`config.mk`:
```
export PLATFORM = sky130hd
export DESIGN_NAME = ipv4_dotted_address_parser
export DESIGN_NICKNAME = d
export VERILOG_FILES = /design/src/rtl/ipv4p_pkg.sv /design/src/rtl/ipv4p_char_class.sv /design/src/rtl/ipv4p_parse_core.sv /design/src/rtl/ipv4_dotted_address_parser.sv
export SDC_FILE = /design/constraint.sdc
export NUM_CORES = 1
export LEC_CHECK = 0
export BUFFER_PORTS_ARGS = -buffer_cell sky130_fd_sc_hd__buf_2
export CORE_ASPECT_RATIO = 1.5
export CORE_UTILIZATION = 46
export DETAILED_ROUTE_END_ITERATION = 8
export HOLD_SLACK_MARGIN = 0.05
export SYNTH_ARGS = -nofsm -noshare
export SYNTH_HDL_FRONTEND = slang
export SYNTH_SLANG_ARGS = --single-unit
```
`constraint.sdc`:
```
create_clock -name clk -period 6 [get_ports clk]
set_input_delay 1.2 -clock clk [delete_from_list [all_inputs] [get_ports clk]]
set_output_delay 1.2 -clock clk [all_outputs]
set_load 0.05 [all_outputs]
```
`src/rtl/ipv4p_pkg.sv`:
```
// shared types and constants for the ipv4 dotted address parser
`timescale 1ns / 1ps
package ipv4p_pkg;

	localparam int unsigned CharW  = 8;
	localparam int unsigned AddrW  = 32;
	localparam int unsigned CountW = 3;
	localparam int unsigned PartW  = 9;
	localparam int unsigned ValW   = 33;

	localparam logic [CharW-1:0] ChNul = 8'h00;
	localparam logic [CharW-1:0] ChDot = 8'h2e;
	localparam logic [CharW-1:0] ChSp  = 8'h20;
	localparam logic [CharW-1:0] ChTab = 8'h09;
	localparam logic [CharW-1:0] ChCr  = 8'h0d;
	localparam logic [CharW-1:0] ChD0  = 8'h30;
	localparam logic [CharW-1:0] ChD7  = 8'h37;
	localparam logic [CharW-1:0] ChD9  = 8'h39;
	localparam logic [CharW-1:0] ChLa  = 8'h61;
	localparam logic [CharW-1:0] ChLf  = 8'h66;
	localparam logic [CharW-1:0] ChUa  = 8'h41;
	localparam logic [CharW-1:0] ChUf  = 8'h46;
	localparam logic [CharW-1:0] ChLx  = 8'h78;
	localparam logic [CharW-1:0] ChUx  = 8'h58;

	typedef struct packed {
		logic       is_nul;
		logic       is_ws;
		logic       is_dot;
		logic       is_x;
		logic       is_zero;
		logic       dec_ok;
		logic       oct_ok;
		logic       hex_ok;
		logic [3:0] digit;
	} char_class_t;

	typedef struct packed {
		logic                  valid_res;
		logic [AddrW-1:0]      address;
		logic [CountW-1:0]     part_count;
	} result_t;

endpackage

```
`src/rtl/ipv4p_char_class.sv`:
```
// character classifier: digit value and character classes of one byte
`timescale 1ns / 1ps
module ipv4p_char_class (
	input  logic [ipv4p_pkg::CharW-1:0] char_code,
	output ipv4p_pkg::char_class_t      cls
);

	logic is_dec, is_lhex, is_uhex;

	always_comb begin
		is_dec  = (char_code >= ipv4p_pkg::ChD0) && (char_code <= ipv4p_pkg::ChD9);
		is_lhex = (char_code >= ipv4p_pkg::ChLa) && (char_code <= ipv4p_pkg::ChLf);
		is_uhex = (char_code >= ipv4p_pkg::ChUa) && (char_code <= ipv4p_pkg::ChUf);
		cls.is_nul  = (char_code == ipv4p_pkg::ChNul);
		cls.is_ws   = ((char_code >= ipv4p_pkg::ChTab) && (char_code <= ipv4p_pkg::ChCr))
			|| (char_code == ipv4p_pkg::ChSp);
		cls.is_dot  = (char_code == ipv4p_pkg::ChDot);
		cls.is_x    = (char_code == ipv4p_pkg::ChLx) || (char_code == ipv4p_pkg::ChUx);
		cls.is_zero = (char_code == ipv4p_pkg::ChD0);
		cls.dec_ok  = is_dec;
		cls.oct_ok  = (char_code >= ipv4p_pkg::ChD0) && (char_code <= ipv4p_pkg::ChD7);
		cls.hex_ok  = is_dec || is_lhex || is_uhex;
		if (is_dec) begin
			cls.digit = char_code[3:0];
		end else if (is_lhex || is_uhex) begin
			cls.digit = char_code[3:0] + 4'd9;
		end else begin
			cls.digit = 4'd0;
		end
	end

endmodule

```
`src/rtl/ipv4p_parse_core.sv`:
```
// parse state, part accumulator and address assembly
`timescale 1ns / 1ps
module ipv4p_parse_core (
	input  logic                    clk,
	input  logic                    arst_n,
	input  logic                    step,
	input  ipv4p_pkg::char_class_t  cls,
	output ipv4p_pkg::result_t      res
);

	localparam logic [2:0] PH_START  = 3'd0;
	localparam logic [2:0] PH_DEC    = 3'd1;
	localparam logic [2:0] PH_ZERO   = 3'd2;
	localparam logic [2:0] PH_HEXPFX = 3'd3;
	localparam logic [2:0] PH_OCT    = 3'd4;
	localparam logic [2:0] PH_HEX    = 3'd5;
	localparam logic [2:0] PH_DONE   = 3'd6;

	localparam int unsigned SumW = ipv4p_pkg::ValW + 4;

	logic [2:0]                    phase_q, phase_d;
	logic [1:0]                    idx_q, idx_d;
	logic [ipv4p_pkg::ValW-1:0]    cur_q, cur_d;
	logic                          err_q, err_d;
	logic [ipv4p_pkg::PartW-1:0]   parts_q [3];
	logic                          part_we;
	logic [ipv4p_pkg::PartW-1:0]   part_new;

	logic                          complete;
	logic [SumW-1:0]               cur_x, prod, sum;
	logic                          sat;
	logic [ipv4p_pkg::ValW-1:0]    acc;
	logic                          ok;
	logic [ipv4p_pkg::AddrW-1:0]   val, addr;

	// accumulator: value times base plus digit, saturating above 32 bits
	always_comb begin
		cur_x = {{(SumW-ipv4p_pkg::ValW){1'b0}}, cur_q};
		unique case (phase_q)
			PH_DEC:              prod = (cur_x << 3) + (cur_x << 1);
			PH_HEXPFX, PH_HEX:   prod = cur_x << 4;
			default:             prod = cur_x << 3;
		endcase
		sum = prod + {{(SumW-4){1'b0}}, cls.digit};
		sat = (sum[SumW-1:ipv4p_pkg::AddrW] != '0);
		acc = sat ? {1'b1, {ipv4p_pkg::AddrW{1'b0}}} : sum[ipv4p_pkg::ValW-1:0];
	end

	always_comb begin
		complete = (phase_q == PH_DEC) || (phase_q == PH_ZERO)
			|| (phase_q == PH_OCT) || (phase_q == PH_HEX);
		part_new = (cur_q > ipv4p_pkg::ValW'(8'hff)) ? 9'h100 : cur_q[ipv4p_pkg::PartW-1:0];
	end

	// result for the terminating nul
	always_comb begin
		ok   = !err_q && ((phase_q == PH_DONE) || complete);
		val  = cur_q[ipv4p_pkg::AddrW-1:0];
		addr = '0;
		unique case (idx_q)
			2'd0: addr = val;
			2'd1: begin
				if ((val > 32'h00ff_ffff) || parts_q[0][8]) begin
					ok = 1'b0;
				end else begin
					addr = val | {parts_q[0][7:0], 24'h0};
				end
			end
			2'd2: begin
				if ((val > 32'h0000_ffff) || parts_q[0][8] || parts_q[1][8]) begin
					ok = 1'b0;
				end else begin
					addr = val | {parts_q[0][7:0], parts_q[1][7:0], 16'h0};
				end
			end
			default: begin
				if ((val > 32'h0000_00ff) || parts_q[0][8] || parts_q[1][8]
					|| parts_q[2][8]) begin
					ok = 1'b0;
				end else begin
					addr = val | {parts_q[0][7:0], parts_q[1][7:0], parts_q[2][7:0], 8'h0};
				end
			end
		endcase
		res.valid_res  = ok;
		res.address    = ok ? addr : '0;
		res.part_count = {1'b0, idx_q} + 3'd1;
	end

	// next state for one item
	always_comb begin
		phase_d = phase_q;
		idx_d   = idx_q;
		cur_d   = cur_q;
		err_d   = err_q;
		part_we = 1'b0;
		if (cls.is_nul) begin
			phase_d = PH_START;
			idx_d   = '0;
			cur_d   = '0;
			err_d   = 1'b0;
		end else if (!err_q && (phase_q != PH_DONE)) begin
			if (cls.is_dot || cls.is_ws) begin
				if (!complete) begin
					err_d = 1'b1;
				end else if (cls.is_ws) begin
					phase_d = PH_DONE;
				end else if (idx_q == 2'd3) begin
					err_d = 1'b1;
				end else begin
					part_we = 1'b1;
					idx_d   = idx_q + 2'd1;
					cur_d   = '0;
					phase_d = PH_START;
				end
			end else begin
				unique case (phase_q)
					PH_START: begin
						if (cls.is_zero) begin
							phase_d = PH_ZERO;
						end else if (cls.dec_ok) begin
							cur_d   = {{(ipv4p_pkg::ValW-4){1'b0}}, cls.digit};
							phase_d = PH_DEC;
						end else begin
							err_d = 1'b1;
						end
					end
					PH_DEC: begin
						if (cls.dec_ok) begin
							cur_d = acc;
							err_d = sat;
						end else begin
							err_d = 1'b1;
						end
					end
					PH_ZERO: begin
						if (cls.is_x) begin
							phase_d = PH_HEXPFX;
						end else if (cls.oct_ok) begin
							cur_d   = acc;
							err_d   = sat;
							phase_d = PH_OCT;
						end else begin
							err_d = 1'b1;
						end
					end
					PH_OCT: begin
						if (cls.oct_ok) begin
							cur_d = acc;
							err_d = sat;
						end else begin
							err_d = 1'b1;
						end
					end
					PH_HEXPFX, PH_HEX: begin
						if (cls.hex_ok) begin
							cur_d   = acc;
							err_d   = sat;
							phase_d = PH_HEX;
						end else begin
							err_d = 1'b1;
						end
					end
					default: err_d = 1'b1;
				endcase
			end
		end
	end

	always_ff @(posedge clk or negedge arst_n) begin
		if (!arst_n) begin
			phase_q <= PH_START;
			idx_q   <= '0;
			cur_q   <= '0;
			err_q   <= 1'b0;
		end else if (step) begin
			phase_q <= phase_d;
			idx_q   <= idx_d;
			cur_q   <= cur_d;
			err_q   <= err_d;
		end
	end

	// finished parts, only read below the part index
	always_ff @(posedge clk) begin
		if (step && part_we) begin
			parts_q[idx_q] <= part_new;
		end
	end

endmodule

```
`src/rtl/ipv4_dotted_address_parser.sv`:
```
// top level of the ipv4 dotted address parser
// usage:
//   the char channel (char_valid, char_stall, char_code) takes one byte of an
//   address string per item; a nul byte closes the string
//   the res channel (res_valid, res_stall, valid_res, address, part_count)
//   gives one item for each nul: the valid flag, the host-order address
//   (zero when invalid) and the number of dotted parts seen
//   a byte is taken every cycle while char_stall is low; each byte is held in the
//   input register, where the classifier and state update parse it
//   a nul's result is registered when the nul is parsed, and drives res_valid
//   throughput: one byte per cycle while char_stall is low, set by the parse step
//   while a result waits under res_stall, non-nul bytes are still taken and
//   parsed; only a second nul waits in the input register, and char_stall
//   rises behind it until the waiting result is taken
//   reset clears the parse state and both valid flags, so the first byte
//   after reset starts a fresh string
`timescale 1ns / 1ps
module ipv4_dotted_address_parser (
	input  logic                          clk,
	input  logic                          arst_n,
	input  logic                          char_valid,
	output logic                          char_stall,
	input  logic [ipv4p_pkg::CharW-1:0]   char_code,
	output logic                          res_valid,
	input  logic                          res_stall,
	output logic                          valid_res,
	output logic [ipv4p_pkg::AddrW-1:0]   address,
	output logic [ipv4p_pkg::CountW-1:0]  part_count
);

	logic                          valid_s1;
	logic [ipv4p_pkg::CharW-1:0]   char_s1;
	ipv4p_pkg::char_class_t        cls;
	ipv4p_pkg::result_t            res;
	ipv4p_pkg::result_t            res_q;
	logic                          res_valid_q;
	logic                          step;
	logic                          res_load;

	ipv4p_char_class u_class (
		.char_code (char_s1),
		.cls       (cls)
	);

	ipv4p_parse_core u_core (
		.clk    (clk),
		.arst_n (arst_n),
		.step   (step),
		.cls    (cls),
		.res    (res)
	);

	always_comb begin
		step       = valid_s1 && !(cls.is_nul && res_valid_q && res_stall);
		res_load   = step && cls.is_nul;
		char_stall = valid_s1 && !step;
	end

	always_ff @(posedge clk or negedge arst_n) begin
		if (!arst_n) begin
			valid_s1 <= 1'b0;
		end else if (!char_stall) begin
			valid_s1 <= char_valid;
		end
	end

	always_ff @(posedge clk) begin
		if (!char_stall && char_valid) begin
			char_s1 <= char_code;
		end
	end

	always_ff @(posedge clk or negedge arst_n) begin
		if (!arst_n) begin
			res_valid_q <= 1'b0;
		end else if (res_load) begin
			res_valid_q <= 1'b1;
		end else if (!res_stall) begin
			res_valid_q <= 1'b0;
		end
	end

	always_ff @(posedge clk) begin
		if (res_load) begin
			res_q <= res;
		end
	end

	assign res_valid  = res_valid_q;
	assign valid_res  = res_q.valid_res;
	assign address    = res_q.address;
	assign part_count = res_q.part_count;

endmodule

```
==> impl_summary.txt <==
----------------------------------------------------
[Run status]
  Run status ... finished clean

[Routing]
  Remaining antenna violation count after routing ... 0
  Routed wire per std cell ... a little over 20 microns
  Remaining DRCs ... 0
  Mean number of vias per cell ... approximately 6
  Drt first-iter violations ... 498
  DRT Wirelength ... approximately 25 mm
  Pre-antenna DRT Iters ... 5
  DR vias ... ~7600

[Timing]
  Fmax ... 0.188 GHz
  Accumulated negative setup slack ... 0 ns
  Final worst-path cycle share ... about nine tenths
  Setup skew after layout ... 0.00907 ns
  Final setup slack of the worst path ... a little under 0.7 ns
  Final worst path period need ... 5.31 ns
  Unrepaired setup endpoints after global routing ... no
  Worst slew margin relative to its limit ... between 30% and 40%
  Count of pins over their slew limit ... 0
  Final-report hold violation count ... 0
  Transition time of the tightest slew-check pin ... around 0.96 ns
  Count of endpoints failing setup in the final report ... 0

[Worst setup path]
  Delay-heaviest family, CP ... compound AO/OA/AOI/OAI gates
  Total buffers and inverters traversed by the critical path ... 2
  Highest-delay cell along the critical path ... edfxtp_1
  Setup crit start kind ... flop
  Biggest fanout along the worst timing path ... 25
  Crit Path Class ... reg -> reg
  Setup crit end kind ... flop
  Arrival time of the worst setup path ... about 5.5 ns
  CP required ... 6.21 ns
  CP max stage delay ... 0.47 ns
  Cell-by-cell listing of the critical path ... inv_1 -> ha_1 -> o21bai_1 -> a21oi_1 -> o21ai_0 -> o21ai_0 -> ha_1 -> a21o_1 -> a21oi_1 -> nor3b_2 -> nor3b_1 -> nand4_1 -> nand4b_1 -> nor4_1 -> a211oi_1 -> o22ai_4 -> buf_4 -> o31ai_1

[Synth]
  Fraction of synthesized cell area taken by the top area cell type ... between 20% and 30%
  Number of enable flip-flop cells after synthesis ... 71
  Most used flip-flop cell after synthesis ... edfxtp_1
  Syn. warnings ... 0
  Synthesized instance count ... roughly 960
  Cell area after synthesis ... approximately 8700 sq um
  Share of synthesized area occupied by flip-flops and latches ... between 30% and 40%
  FF+latch count, synth ... ~110
  Top post-synthesis cells by area ... edfxtp_1, dfrtp_1, ha_1, nand2_1, o31ai_2
  Netlist cell types ... 90
  Leading area contributor after synthesis ... edfxtp_1
  Avg Inst Size Synth ... 9.08 sq um
  FFs w/ async S/R, synth ... 36.6%
  Synthesized net count ... between 1000 and 1500

[Cells and area]
  Summed area of non-filler cells in the final layout ... approximately 9400 sq um
  Most common cell after layout, fill and taps aside ... nand2_1
  Share of cells above drive strength 1 ... approximately 14%
  Sequential cell area in the final layout ... between 3000 and 4000 sq um
  Post-layout utilization of the core ... roughly half
  Final nets ... a little over 1000
  Diodes inserted ... 0
  Commonest cells after routing, fill and taps aside ... nand2_1, nor2_1, a21oi_1, edfxtp_1, buf_2
  Footprint of the multi-input gates ... 5210 sq um
  Filler cells ... around 1800
  Area growth from synthesis to layout ... 8.07%

[Die]
  Ports ... 50
  Core Footprint ... roughly 19000 sq um
  Die span in x ... about 110 microns
  Core Rows ... 61
  Initial cell density of the core ... 47.0%
  Die Footprint ... just under 20000 sq um
  Vert. Die Dim ... between 150 and 200 microns

[Clocking]
  Maximum level of the CTS H-tree ... 3
  Post-CTS setup buffer count ... 0
  Cts hold-fix bufs ... 0
  Clock tree from TritonCTS ... built
  Clock Pin Slew Worst Setup and Hold Paths ... ~0.08 ns
  Worst skew pair latency ... 0.36 ns
  Number of clock sinks seen by CTS ... between 100 and 150
  Library cell used as clock root buffer ... clkbuf_16
  PostCTS Resize Cnt ... 0
  CTS Buf Count ... 9
  Clock Tree Buf Depth ... 2

[Global route]
  Wire length of the first global-routing pass ... 40.2 mm
  Overall routing resource usage ... 27.2%
  Number of global-route vias before repair ... between 7000 and 8000
  Number of antenna violations at the first check in global routing ... 0
  Grt ovf ... 0
  Maximum number of pins on one net before global-route repair ... 42

[Pwr]
  Total power divided by cell area ... 227 nW/um^2
  Leakage dissipation ... 3.41 nW
  Peak supply drop ... 0.000137 V

[Job]
  Number of maximum-capacitance constraint violations ... 0

[Placement]
  HPWL after DPL ... about 20 mm
  Pre-CTS setup slack ... just over 0.7 ns
  Count of buffers from port buffering ... 49
  Weighted congestion reported at the end of routability-driven placement ... 0.895
  Placed cell areas ... around 9100 sq um

[Hold path]
  Hold WC Path Type ... reg -> reg

----------------------------------------------------
[path summary, 6_finish.rpt]
check                                startpoint         endpoint  slack [ns]  cells past startpoint
min                        u_core.parts_q[1][2]      address[18]        0.56                      2
max in group asynchronous                arst_n  u_core.cur_q[1]        4.63                      2
max reg2reg                          char_s1[0]  u_core.cur_q[3]        0.69                     18
min reg2reg                u_core.parts_q[1][2]      address[18]        0.56                      2
min in group asynchronous                arst_n  u_core.idx_q[1]        0.92                      2
max                                  char_s1[0]  u_core.cur_q[3]        0.69                     18
[where the power goes]
group / internal, W / switching (W) / leakage (nW)
logic: 0.000217 / 0.000416 / 2.12
clock network: 0.000290 / 0.000294 / 0.139
registers: 0.000847 / 0.0000745 / 1.16
[worst register-to-register path, stage by stage, from the launching register on]
cell	delay, ns
edfxtp_1	0.47
inv_1	0.15
ha_1	0.24
o21bai_1	0.08
a21oi_1	0.47
o21ai_0	0.17
o21ai_0	0.26
ha_1	0.25
a21o_1	0.09
a21oi_1	0.10
nor3b_2	0.27
nor3b_1	0.43
nand4_1	0.20
nand4b_1	0.34
nor4_1	0.39
a211oi_1	0.22
o22ai_4	0.40
buf_4	0.46
o31ai_1	0.18
[through the flow]
stage | hold WS (ns) | std cells | power [W]
after floorplan | 0.501 | 959 | 0.00138
after global placement | 0.540 | 1223 | 0.00155
after detailed placement | 0.545 | 1223 | 0.00156
after CTS | 0.562 | 1239 | 0.00214
after global routing | 0.585 | 1239 | 0.00223
final | 0.561 | 1239 | 0.00214
[cells by family after synthesis]
kind of cell             synth area share (%)
AND/OR/NAND/NOR                          20.5
multiplexers                            0.948
flip-flops                               36.3
AO/OA/AOI/OAI                            26.4
buffers and inverters                    4.08
adder cells (fa/ha/maj)                  6.75
XOR/XNOR                                 5.01
[metal layers]
metal / part of all wire (%) / track usage [%] / up-vias / routed length, microns
li1: - / - / 3655 / -
met1: 39 / 30.4 / 3701 / 9840
met2: 52 / 49.3 / 217 / 13300
met3: 3.9 / 3.47 / 75 / 1000
met4: 5.3 / 15.5 / 0 / 1360
met5: 0 / 0 / - / 0
[cell type report]
type,instances,area share (%)
multi-input combinational,772,55.4
clock buffer,9,2.39
sequential,112,33.6
inverter,24,0.957
tap,252,3.35
timing repair buffer,63,3.72
clock inverter,7,0.625
[Yosys cell counts (7+ instances only)]
cell type	instances
nor2b_1	9
a22o_1	7
o31ai_2	29
o31ai_1	7
nor2_1	90
a21o_1	14
o21ai_1	8
o22ai_1	7
xnor2_1	28
o211ai_1	9
nand2_1	116
ha_1	43
buf_2	13
a211o_1	7
nor4_1	13
edfxtp_1	71
a21oi_1	72
inv_1	24
xor2_1	20
nor3_1	16
a211oi_1	8
nand3_1	22
nand2b_1	7
o21a_1	8
and2_1	22
nand4_1	16
o21ai_0	43
clkbuf_1	25
and3_1	12
a22oi_1	36
dfrtp_1	41
[state kept, by name, summed over array words and instances (netlist names)]
register,count
address,32
valid_res,1
u_core.err_q,1
valid_s1,1
part_count,3
u_core.phase_q,3
res_valid,1
u_core.idx_q,2
u_core.parts_q,27
u_core.cur_q,33
char_s1,8
Note: power is estimated with default switching activity, not from simulation.
